$ cat config.mk
export PLATFORM = sky130hd
export DESIGN_NAME = pid_trapezoid_antiwindup
export DESIGN_NICKNAME = d
export VERILOG_FILES = /design/src/rtl/core/pid_ta_pkg.sv /design/src/rtl/core/pid_trapezoid_antiwindup.sv
export SDC_FILE = /design/constraint.sdc
export NUM_CORES = 2
export LEC_CHECK = 0
export ABC_AREA = 1
export BUFFER_PORTS_ARGS = -buffer_cell sky130_fd_sc_hd__buf_2
export CAP_MARGIN = 20
export CELL_PAD_IN_SITES_DETAIL_PLACEMENT = 0
export CELL_PAD_IN_SITES_GLOBAL_PLACEMENT = 1
export CORE_ASPECT_RATIO = 1.25
export CORE_UTILIZATION = 44
export DETAILED_ROUTE_END_ITERATION = 6
export GPL_TIMING_DRIVEN = 0
export MAX_ROUTING_LAYER = met4
export PLACE_DENSITY = 0.77
export SETUP_SLACK_MARGIN = 0.02
export SLEW_MARGIN = 20
export SYNTH_ARGS = -nofsm -noshare
export SYNTH_HDL_FRONTEND = slang
export SYNTH_SLANG_ARGS = --single-unit
$ cat constraint.sdc
create_clock -name clk -period 11.7 [get_ports clk]
set_clock_uncertainty 0.2 [all_clocks]
set_input_delay 0.585 -clock clk [delete_from_list [all_inputs] [get_ports clk]]
set_output_delay 0.585 -clock clk [all_outputs]
set_load 0.005 [all_outputs]
$ cat src/rtl/core/pid_ta_pkg.sv
// Shared constants, register indexes and saturation helpers for the PID regulator.
`default_nettype none
package pid_ta_pkg;

    localparam int DATA_W        = 32;
    localparam int FRAC_BITS_DEF = 16;
    localparam int CFG_IDX_W     = 3;

    // Register indexes on the configuration port
    localparam logic [CFG_IDX_W-1:0] REG_GAIN_P    = 3'd0;
    localparam logic [CFG_IDX_W-1:0] REG_GAIN_I    = 3'd1;
    localparam logic [CFG_IDX_W-1:0] REG_GAIN_D    = 3'd2;
    localparam logic [CFG_IDX_W-1:0] REG_GAIN_AW   = 3'd3;
    localparam logic [CFG_IDX_W-1:0] REG_CLAMP_EN  = 3'd4;
    localparam logic [CFG_IDX_W-1:0] REG_OUT_MIN   = 3'd5;
    localparam logic [CFG_IDX_W-1:0] REG_OUT_MAX   = 3'd6;
    localparam logic [CFG_IDX_W-1:0] REG_STEP_TIME = 3'd7;

    // Saturate a 34-bit signed sum to 32 bits
    function automatic logic signed [31:0] sat34(input logic signed [33:0] x);
        logic ok;
        ok = (&x[33:31]) | ~(|x[33:31]);
        if (ok)
            sat34 = x[31:0];
        else if (x[33])
            sat34 = {1'b1, 31'd0};
        else
            sat34 = {1'b0, {31{1'b1}}};
    endfunction

    // Saturate a 69-bit signed product to 32 bits
    function automatic logic signed [31:0] sat69(input logic signed [68:0] x);
        logic ok;
        ok = (&x[68:31]) | ~(|x[68:31]);
        if (ok)
            sat69 = x[31:0];
        else if (x[68])
            sat69 = {1'b1, 31'd0};
        else
            sat69 = {1'b0, {31{1'b1}}};
    endfunction

endpackage
`default_nettype wire

$ cat src/rtl/core/pid_trapezoid_antiwindup.sv
// Top level of the PID regulator with trapezoidal integral and back-calculation anti-windup.
`default_nettype none
// Signed fixed-point PID regulator (FRAC_BITS fractional bits, Q16.16 by default).
// A compute transaction (mode 0) forms error = target - measured, the derivative
// (error - last error) / step_time through a bit-serial restoring divider, and the
// trapezoidal integral increment, then drive = gain_p*e + gain_i*integral +
// gain_d*derivative, all saturated to 32 bits. With clamp_enable set, drive is
// clamped to [out_min, out_max] (upper limit checked first) and the averaged clamp
// difference, scaled by gain_aw, is fed back into the integral. A restart
// transaction (mode 1) clears the stored state and returns nothing.
// The divider retires one quotient bit per cycle, and one shared shift-add multiplier
// retires one multiplier bit per cycle with a result step after each product (four
// products, five with clamping enabled). A compute transaction holds in_stall from
// its acceptance until its drive is loaded into the output register. Drive appears
// on the edge at which in_stall drops, provided the output register is free;
// otherwise the block holds until it is.
// in_stall stays high while a transaction is in work; the output register lets a
// new transaction in while the previous drive still waits on out_stall.
// Registers are to be written only while the block is idle; the block itself does not enforce this.
module pid_trapezoid_antiwindup #(
    parameter int FRAC_BITS = pid_ta_pkg::FRAC_BITS_DEF
) (
    input  wire                                   clk,
    input  wire                                   rst_n,
    // configuration
    input  wire                                   cfg_write,
    input  wire  [pid_ta_pkg::CFG_IDX_W-1:0]      cfg_index,
    input  wire  [pid_ta_pkg::DATA_W-1:0]         cfg_data,
    // input channel
    input  wire                                   in_valid,
    output logic                                  in_stall,
    input  wire                                   mode,
    input  wire  signed [pid_ta_pkg::DATA_W-1:0]  target,
    input  wire  signed [pid_ta_pkg::DATA_W-1:0]  measured,
    // output channel
    output logic                                  out_valid,
    input  wire                                   out_stall,
    output logic signed [pid_ta_pkg::DATA_W-1:0]  drive
);

    localparam int DW  = 32 + FRAC_BITS;       // dividend width
    localparam int DCW = $clog2(DW + 1);
    localparam int MW  = 34;                   // multiplier operand width
    localparam int MCW = $clog2(MW);

    localparam logic [2:0] S_IDLE = 3'd0;
    localparam logic [2:0] S_PREP = 3'd1;
    localparam logic [2:0] S_DIV  = 3'd2;
    localparam logic [2:0] S_DEND = 3'd3;
    localparam logic [2:0] S_MUL  = 3'd4;
    localparam logic [2:0] S_MEND = 3'd5;
    localparam logic [2:0] S_OUT  = 3'd6;

    localparam logic [2:0] OP_INC = 3'd0;
    localparam logic [2:0] OP_P   = 3'd1;
    localparam logic [2:0] OP_I   = 3'd2;
    localparam logic [2:0] OP_D   = 3'd3;
    localparam logic [2:0] OP_AW  = 3'd4;

    // configuration registers
    logic signed [31:0] gain_p_reg, gain_i_reg, gain_d_reg, gain_aw_reg;
    logic signed [31:0] out_min_reg, out_max_reg;
    logic               clamp_en_reg;
    logic [30:0]        step_reg;

    // controller state and work registers
    logic [2:0]         state_reg, state_next;
    logic [2:0]         op_reg, op_next;
    logic signed [31:0] err_reg, err_next;
    logic signed [31:0] last_err_reg, last_err_next;
    logic signed [31:0] lcd_reg, lcd_next;
    logic signed [31:0] integ_reg, integ_next;
    logic signed [31:0] deriv_reg, deriv_next;
    logic signed [33:0] sum_reg, sum_next;
    logic signed [31:0] drv_reg, drv_next;
    logic               neg_reg, neg_next;

    // bit-serial divider
    logic [DW-1:0]      num_reg, num_next;
    logic [DW-1:0]      quo_reg, quo_next;
    logic [31:0]        rem_reg, rem_next;
    logic [DCW-1:0]     dcnt_reg, dcnt_next;

    // shift-add multiplier
    logic signed [MW-1:0] mul_a_reg, mul_a_next;
    logic [MW-1:0]        mul_b_reg, mul_b_next;
    logic signed [MW:0]   mul_hi_reg, mul_hi_next;
    logic [MW-1:0]        mul_lo_reg, mul_lo_next;
    logic [MCW-1:0]       mcnt_reg, mcnt_next;

    logic signed [31:0] drive_reg, drive_next;
    logic               out_valid_reg, out_valid_next;

    logic               in_accept;
    logic               out_free;
    logic [30:0]        dt_eff;
    logic signed [31:0] diff_w;
    logic [31:0]        mag_w;
    logic [31:0]        rem_sh;
    logic               rem_ge;
    logic signed [MW-1:0] addend;
    logic signed [MW:0]   hi_sum;
    logic signed [68:0]   prod_w;
    logic signed [68:0]   prod_sh;
    logic signed [31:0]   prod_sat;
    logic signed [31:0]   unc_w;
    logic signed [31:0]   clamp_w;
    logic signed [31:0]   aw_w;
    logic signed [32:0]   avg_sum;
    logic signed [31:0]   avg_w;
    logic                 q_big_pos;
    logic                 q_big_neg;

    assign in_stall  = (state_reg != S_IDLE);
    assign in_accept = in_valid && !in_stall;
    assign out_free  = !out_valid_reg || !out_stall;
    assign out_valid = out_valid_reg;
    assign drive     = drive_reg;

    // A zero step time acts as one LSB
    assign dt_eff = (step_reg == 31'd0) ? 31'd1 : step_reg;

    // Error difference and its magnitude for the divider
    assign diff_w = pid_ta_pkg::sat34({{2{err_reg[31]}}, err_reg}
                                      - {{2{last_err_reg[31]}}, last_err_reg});
    assign mag_w  = diff_w[31] ? (~diff_w + 32'd1) : diff_w;

    // One restoring division step
    assign rem_sh = {rem_reg[30:0], num_reg[DW-1]};
    assign rem_ge = (rem_sh >= {1'b0, dt_eff});

    // Quotient overflow beyond the signed 32-bit range
    assign q_big_pos = (|quo_reg[DW-1:31]);
    assign q_big_neg = (|quo_reg[DW-1:32]) || (quo_reg[31] && (|quo_reg[30:0]));

    // One shift-add step; the sign bit of b is weighted negatively
    assign addend = mul_b_reg[0] ? mul_a_reg : '0;
    assign hi_sum = (mcnt_reg == MCW'(MW - 1))
                  ? mul_hi_reg - {addend[MW-1], addend}
                  : mul_hi_reg + {addend[MW-1], addend};

    // Finished product, floor-shifted and saturated
    assign prod_w   = {mul_hi_reg, mul_lo_reg};
    assign prod_sh  = (op_reg == OP_INC) ? (prod_w >>> (FRAC_BITS + 1))
                                         : (prod_w >>> FRAC_BITS);
    assign prod_sat = pid_ta_pkg::sat69(prod_sh);

    // Output clamp and anti-windup difference (valid once the D term is summed)
    assign unc_w   = pid_ta_pkg::sat34(sum_reg + {{2{prod_sat[31]}}, prod_sat});
    assign clamp_w = (unc_w > out_max_reg) ? out_max_reg
                   : (unc_w < out_min_reg) ? out_min_reg : unc_w;
    assign aw_w    = pid_ta_pkg::sat34({{2{clamp_w[31]}}, clamp_w}
                                       - {{2{unc_w[31]}}, unc_w});
    assign avg_sum = {lcd_reg[31], lcd_reg} + {aw_w[31], aw_w};
    assign avg_w   = avg_sum[32:1];

    always_comb
    begin
        state_next     = state_reg;
        op_next        = op_reg;
        err_next       = err_reg;
        last_err_next  = last_err_reg;
        lcd_next       = lcd_reg;
        integ_next     = integ_reg;
        deriv_next     = deriv_reg;
        sum_next       = sum_reg;
        drv_next       = drv_reg;
        neg_next       = neg_reg;
        num_next       = num_reg;
        quo_next       = quo_reg;
        rem_next       = rem_reg;
        dcnt_next      = dcnt_reg;
        mul_a_next     = mul_a_reg;
        mul_b_next     = mul_b_reg;
        mul_hi_next    = mul_hi_reg;
        mul_lo_next    = mul_lo_reg;
        mcnt_next      = mcnt_reg;
        drive_next     = drive_reg;
        out_valid_next = out_valid_reg;

        if (out_valid_reg && !out_stall)
            out_valid_next = 1'b0;

        unique case (state_reg)
            S_IDLE:
            begin
                if (in_accept)
                begin
                    if (mode)
                    begin
                        // restart: drop stored state, no result
                        last_err_next = '0;
                        lcd_next      = '0;
                        integ_next    = '0;
                    end
                    else
                    begin
                        err_next   = pid_ta_pkg::sat34({{2{target[31]}}, target}
                                                       - {{2{measured[31]}}, measured});
                        state_next = S_PREP;
                    end
                end
            end
            S_PREP:
            begin
                neg_next   = diff_w[31];
                num_next   = {mag_w, {FRAC_BITS{1'b0}}};
                quo_next   = '0;
                rem_next   = '0;
                dcnt_next  = DCW'(DW);
                state_next = S_DIV;
            end
            S_DIV:
            begin
                rem_next   = rem_ge ? (rem_sh - {1'b0, dt_eff}) : rem_sh;
                quo_next   = {quo_reg[DW-2:0], rem_ge};
                num_next   = {num_reg[DW-2:0], 1'b0};
                dcnt_next  = dcnt_reg - DCW'(1);
                if (dcnt_reg == DCW'(1))
                    state_next = S_DEND;
            end
            S_DEND:
            begin
                // apply sign, saturate, then start (last_err + err) * dt
                if (neg_reg)
                    deriv_next = q_big_neg ? {1'b1, 31'd0} : (~quo_reg[31:0] + 32'd1);
                else
                    deriv_next = q_big_pos ? {1'b0, {31{1'b1}}} : quo_reg[31:0];
                op_next     = OP_INC;
                mul_a_next  = {{2{last_err_reg[31]}}, last_err_reg}
                            + {{2{err_reg[31]}}, err_reg};
                mul_b_next  = {3'b000, dt_eff};
                mul_hi_next = '0;
                mul_lo_next = '0;
                mcnt_next   = '0;
                state_next  = S_MUL;
            end
            S_MUL:
            begin
                mul_hi_next = {hi_sum[MW], hi_sum[MW:1]};
                mul_lo_next = {hi_sum[0], mul_lo_reg[MW-1:1]};
                mul_b_next  = {1'b0, mul_b_reg[MW-1:1]};
                mcnt_next   = mcnt_reg + MCW'(1);
                if (mcnt_reg == MCW'(MW - 1))
                    state_next = S_MEND;
            end
            S_MEND:
            begin
                mul_hi_next = '0;
                mul_lo_next = '0;
                mcnt_next   = '0;
                state_next  = S_MUL;
                unique case (op_reg)
                    OP_INC:
                    begin
                        integ_next    = pid_ta_pkg::sat34({{2{integ_reg[31]}}, integ_reg}
                                                          + {{2{prod_sat[31]}}, prod_sat});
                        last_err_next = err_reg;
                        sum_next      = '0;
                        op_next       = OP_P;
                        mul_a_next    = {{2{gain_p_reg[31]}}, gain_p_reg};
                        mul_b_next    = {{2{err_reg[31]}}, err_reg};
                    end
                    OP_P:
                    begin
                        sum_next   = {{2{prod_sat[31]}}, prod_sat};
                        op_next    = OP_I;
                        mul_a_next = {{2{gain_i_reg[31]}}, gain_i_reg};
                        mul_b_next = {{2{integ_reg[31]}}, integ_reg};
                    end
                    OP_I:
                    begin
                        sum_next   = sum_reg + {{2{prod_sat[31]}}, prod_sat};
                        op_next    = OP_D;
                        mul_a_next = {{2{gain_d_reg[31]}}, gain_d_reg};
                        mul_b_next = {{2{deriv_reg[31]}}, deriv_reg};
                    end
                    OP_D:
                    begin
                        if (clamp_en_reg)
                        begin
                            drv_next   = clamp_w;
                            lcd_next   = aw_w;
                            op_next    = OP_AW;
                            mul_a_next = {{2{gain_aw_reg[31]}}, gain_aw_reg};
                            mul_b_next = {{2{avg_w[31]}}, avg_w};
                        end
                        else
                        begin
                            drv_next   = unc_w;
                            state_next = S_OUT;
                        end
                    end
                    OP_AW:
                    begin
                        integ_next = pid_ta_pkg::sat34({{2{integ_reg[31]}}, integ_reg}
                                                       + {{2{prod_sat[31]}}, prod_sat});
                        state_next = S_OUT;
                    end
                    default:
                    begin
                        state_next = S_OUT;
                    end
                endcase
            end
            S_OUT:
            begin
                // hold until the output register is free
                if (out_free)
                begin
                    drive_next     = drv_reg;
                    out_valid_next = 1'b1;
                    state_next     = S_IDLE;
                end
            end
            default:
            begin
                state_next = S_IDLE;
            end
        endcase
    end

    always_ff @(posedge clk or negedge rst_n)
    begin
        if (!rst_n)
        begin
            gain_p_reg    <= '0;
            gain_i_reg    <= '0;
            gain_d_reg    <= '0;
            gain_aw_reg   <= '0;
            clamp_en_reg  <= 1'b0;
            out_min_reg   <= {1'b1, 31'd0};
            out_max_reg   <= {1'b0, {31{1'b1}}};
            step_reg      <= 31'(1) << FRAC_BITS;
            state_reg     <= S_IDLE;
            op_reg        <= OP_INC;
            last_err_reg  <= '0;
            lcd_reg       <= '0;
            integ_reg     <= '0;
            out_valid_reg <= 1'b0;
            dcnt_reg      <= '0;
            mcnt_reg      <= '0;
        end
        else
        begin
            if (cfg_write)
            begin
                unique case (cfg_index)
                    pid_ta_pkg::REG_GAIN_P:    gain_p_reg   <= cfg_data;
                    pid_ta_pkg::REG_GAIN_I:    gain_i_reg   <= cfg_data;
                    pid_ta_pkg::REG_GAIN_D:    gain_d_reg   <= cfg_data;
                    pid_ta_pkg::REG_GAIN_AW:   gain_aw_reg  <= cfg_data;
                    pid_ta_pkg::REG_CLAMP_EN:  clamp_en_reg <= cfg_data[0];
                    pid_ta_pkg::REG_OUT_MIN:   out_min_reg  <= cfg_data;
                    pid_ta_pkg::REG_OUT_MAX:   out_max_reg  <= cfg_data;
                    pid_ta_pkg::REG_STEP_TIME: step_reg     <= cfg_data[30:0];
                    default:                   step_reg     <= step_reg;
                endcase
            end
            state_reg     <= state_next;
            op_reg        <= op_next;
            last_err_reg  <= last_err_next;
            lcd_reg       <= lcd_next;
            integ_reg     <= integ_next;
            out_valid_reg <= out_valid_next;
            dcnt_reg      <= dcnt_next;
            mcnt_reg      <= mcnt_next;
        end
    end

    // payload and datapath registers
    always_ff @(posedge clk)
    begin
        err_reg    <= err_next;
        deriv_reg  <= deriv_next;
        sum_reg    <= sum_next;
        drv_reg    <= drv_next;
        neg_reg    <= neg_next;
        num_reg    <= num_next;
        quo_reg    <= quo_next;
        rem_reg    <= rem_next;
        mul_a_reg  <= mul_a_next;
        mul_b_reg  <= mul_b_next;
        mul_hi_reg <= mul_hi_next;
        mul_lo_reg <= mul_lo_next;
        drive_reg  <= drive_next;
    end

    // the remainder stays below the divisor through every division step
    a_rem_below_dt: assert property (@(posedge clk) disable iff (!rst_n)
        (state_reg == S_DIV) |-> (rem_reg < {1'b0, dt_eff}))
        else $error("divider remainder not below step time");

    // the division counter is never exhausted inside the division loop
    a_div_count: assert property (@(posedge clk) disable iff (!rst_n)
        (state_reg == S_DIV) |-> (dcnt_reg != '0))
        else $error("division loop ran past its count");

    // only the known products pass through the multiplier
    a_op_range: assert property (@(posedge clk) disable iff (!rst_n)
        (state_reg == S_MUL || state_reg == S_MEND) |-> (op_reg <= OP_AW))
        else $error("multiplier operation out of range");

    // a result waiting at a free output register is presented on the next cycle
    a_out_load: assert property (@(posedge clk) disable iff (!rst_n)
        (state_reg == S_OUT && out_free) |=> (out_valid_reg && state_reg == S_IDLE))
        else $error("finished result not presented");

    // the anti-windup product only runs with clamping enabled
    a_aw_needs_clamp: assert property (@(posedge clk) disable iff (!rst_n)
        (state_reg == S_MUL && op_reg == OP_AW) |-> clamp_en_reg)
        else $error("anti-windup product without clamping");

endmodule
`default_nettype wire

==> results.sh <==
export IMPL_synth_edf_count=393
export IMPL_ys_ff_latch=732
export IMPL_num_rows=139
export IMPL_endpoint_kind="register"
export IMPL_status="finished clean"
export IMPL_grt_pass1_wl_um=290000
export IMPL_dp_hpwl_um=159000
export IMPL_synthToLayoutAreaGrowth_pct=17.9
export IMPL_synthFlopType="edfxtp_1"
export IMPL_hold_path_startpoint="cfg_data[4]"
export IMPL_cts_htree_levels=3
export IMPL_grtUsageTotal_pct=34.2
export IMPL_drc=0
export IMPL_cts_tree="built"
export IMPL_required_ps=11930
export IMPL_netlist_cell_type_count=73
export IMPL_cap_violations=0
export IMPL_min_path_type="in -> reg"
export IMPL_nFillCells=11162
export IMPL_cts_root_buf="clkbuf_16"
export IMPL_syn_nets=7046
export IMPL_r2r_setup_slack_ps=280
export IMPL_cts_buffer_depth=3
export IMPL_fin_area_mm2=0.0602
export IMPL_clock_fmax_mhz=87.6
export IMPL_grt_max_degree=96
export IMPL_postSynthAreaPerCell_um2=7.77
export IMPL_dieArea_mm2=0.117
export IMPL_pin_count=139
export IMPL_dieHeight_um=383
export IMPL_clk_pin_slew_ps=70
export IMPL_final_common_cell="nand2_1"
export IMPL_largest_register_ff_count=48
export IMPL_path_class="reg -> reg"
export IMPL_reg2reg_to="mul_b_reg[23]$_DFFE_PP_"
export IMPL_yosysTopAreaCellShare_pct=23.1
export IMPL_placed_cells=8275
export IMPL_ant_nets=0
export IMPL_rsz0062_at_grt="yes"
export IMPL_yosys_warnings=0
export IMPL_worstMarginPinSlew_ps=1160
export IMPL_fin_crit_ps=11420
export IMPL_ys_seq_area_share_pct=39.8
export IMPL_cts_buffers=83
export IMPL_crit_top_cell="nand2_2"
export IMPL_synth_area_leader_cell="edfxtp_1"
export IMPL_coreArea_mm2=0.115
export IMPL_final_cell_mix="nand2_1, inv_1, o21ai_0"
export IMPL_syn_area_mm2=0.0511
export IMPL_grt_pass1_vias=45823
export IMPL_syn_inst=6570
export IMPL_drt_iter0_drc=3651
export IMPL_relSlewSlack_pct=22.9
export IMPL_finalWeightedCongestion=1.01
export IMPL_synth_area_leaders="edfxtp_1, dfrtp_1, nand2_1"
export IMPL_min_path_cells=3
export IMPL_r2r_start="op_reg[1]$_DFFE_PN0P_"
export IMPL_finalCritPeriodShare_pct=97.6
export IMPL_wl_um=198000
export IMPL_io_buffers=138
export IMPL_cp_max_fo=10
export IMPL_holdPathEnd="step_reg[4]$_DFFE_PN0P_"
export IMPL_die_width_um=307
export IMPL_vias=47547
export IMPL_setup_violations=0
export IMPL_max_stage_delay_ps=430
export IMPL_crit_path_top_delay_cell="dfrtp_2"
export IMPL_via_per_inst=5.56
export IMPL_setup_ws_ps=279
export IMPL_fin_nets=7394
export IMPL_grt_antenna_before_repair=12
export IMPL_clock_latency_ps=710
export IMPL_grt_overflow=0
export IMPL_async_flop_share_pct=46.3
export IMPL_wire_per_inst_um=23.2
export IMPL_reg2reg_depth=69
export IMPL_hold_violations=0
export IMPL_final_cells=8549
export IMPL_first_pass_iters=6
export IMPL_critPathLaunchType="register"
export IMPL_worstPathArrival_ps=11650
export IMPL_cts_sinks=732
export IMPL_initial_core_util_pct=44.4
export IMPL_dpl_instance_area_mm2=0.0541
export IMPL_layout_drive_gt1_share_pct=13.9
export IMPL_pre_cts_ws_ps=-5500
export IMPL_drv_slew=0
==> worst max-delay path, delay by kind of cell, from the launching register on <==
kind | cells | cell delay (ps)
muxes | 1 | 180
and+or+nand+nor | 40 | 5390
DFF | 1 | 430
AOI/OAI and AO/OA | 12 | 2110
adders and majority gates | 4 | 1270
buffers and inverters | 12 | 1500
==> per-stage QoR <==
| step | utilization, % | hold slack, ps | setup TNS [ps] |
|---|---|---|---|
| after global routing | 52.4 | 36.3 | -2100 |
| final | 52.4 | 53.5 | 0 |
| after global placement | 46.7 | 200 | -207860 |
| after floorplan | - | 89.4 | 0 |
| after detailed placement | 47.1 | 205 | -204810 |
| after CTS | 51.2 | 7.11 | 0 |
==> cells in the mapped netlist, types with 8 or more instances <==
cell type,n
a22o_1,54
ha_1,362
nor3_2,9
a31oi_1,54
o21ai_1,34
nor2_1,449
inv_2,11
dfrtp_1,306
nand2_2,48
fa_1,9
clkbuf_1,184
inv_1,814
xnor2_1,84
o21ai_0,630
xor2_1,139
clkinv_1,8
dfstp_2,33
o211ai_1,23
buf_2,34
nor2_2,12
nand2_1,1553
nand4_1,51
nor4_1,35
a21oi_1,540
buf_1,17
o21a_1,21
o22ai_1,73
nand3_2,25
o21bai_1,13
nand3_1,275
a211oi_1,14
or2_2,21
edfxtp_1,393
a21o_1,21
o31ai_1,10
nor3_1,52
o221ai_1,16
a221oi_1,48
==> worst max-delay path by stage <==
stage	from	slack, ps	end	cells past startpoint
floorplan	op_reg[1]$_DFFE_PN0P_	300	mul_b_reg[29]$_DFFE_PP_	78
global placement	op_reg[1]$_DFFE_PN0P_	-5520	mul_b_reg[25]$_DFFE_PP_	73
detailed placement	op_reg[1]$_DFFE_PN0P_	-5500	mul_b_reg[25]$_DFFE_PP_	73
CTS	op_reg[0]$_DFFE_PN0P_	20	mul_b_reg[23]$_DFFE_PP_	82
global route	op_reg[1]$_DFFE_PN0P_	-200	mul_b_reg[23]$_DFFE_PP_	77
finish	op_reg[1]$_DFFE_PN0P_	280	mul_b_reg[23]$_DFFE_PP_	69
==> repair_timing <==
| item | CTS | global route |
|---|---|---|
| buffers inserted | 68 | 34 |
| resized for setup | 300 | 214 |
| pin swaps | 73 | 96 |
| endpoints found under the setup margin | 66 | 30 |
| hold buffers | 3 | 0 |
| gates cloned | 2 | 2 |
| hold endpoints to repair | 111 | 0 |
==> per-layer routing <==
layer | vias to the layer above | track usage (%) | share of wire [%]
met4 | 0 | 20.4 | 7.0
met1 | 22821 | 39.2 | 40
met2 | 1377 | 57.5 | 49
li1 | 22938 | - | -
met3 | 411 | 3.87 | 4.5
met5 | - | - | 0
==> kinds of logic after synthesis <==
family | Yosys count | share of synthesized area [%]
adders and majority gates | 371 | 9.22
xor gates and xnor gates | 223 | 3.82
AOI/OAI and AO/OA | 1608 | 17.9
muxes | 7 | 0.145
DFF | 732 | 39.8
buffers and inverters | 1078 | 8.13
and+or+nand+nor | 2551 | 21.0
==> layout make-up <==
class / count / area (um^2) / area share, %
Antenna cell: 10 / 25.0 / 0.0416
Buffer: 245 / 1260 / 2.09
Clock buffer: 109 / 2360 / 3.92
Clock inverter: 46 / 636 / 1.06
Inverter: 833 / 3170 / 5.26
Multi-Input combinational cell: 4760 / 28500 / 47.3
Sequential cell: 732 / 20300 / 33.8
Tap cell: 1551 / 1940 / 3.22
Timing Repair Buffer: 263 / 2010 / 3.33
Power is left out: the tool's default activity adds up to more than one toggle a clock period on the data nets, which glitch-free logic cannot reach.
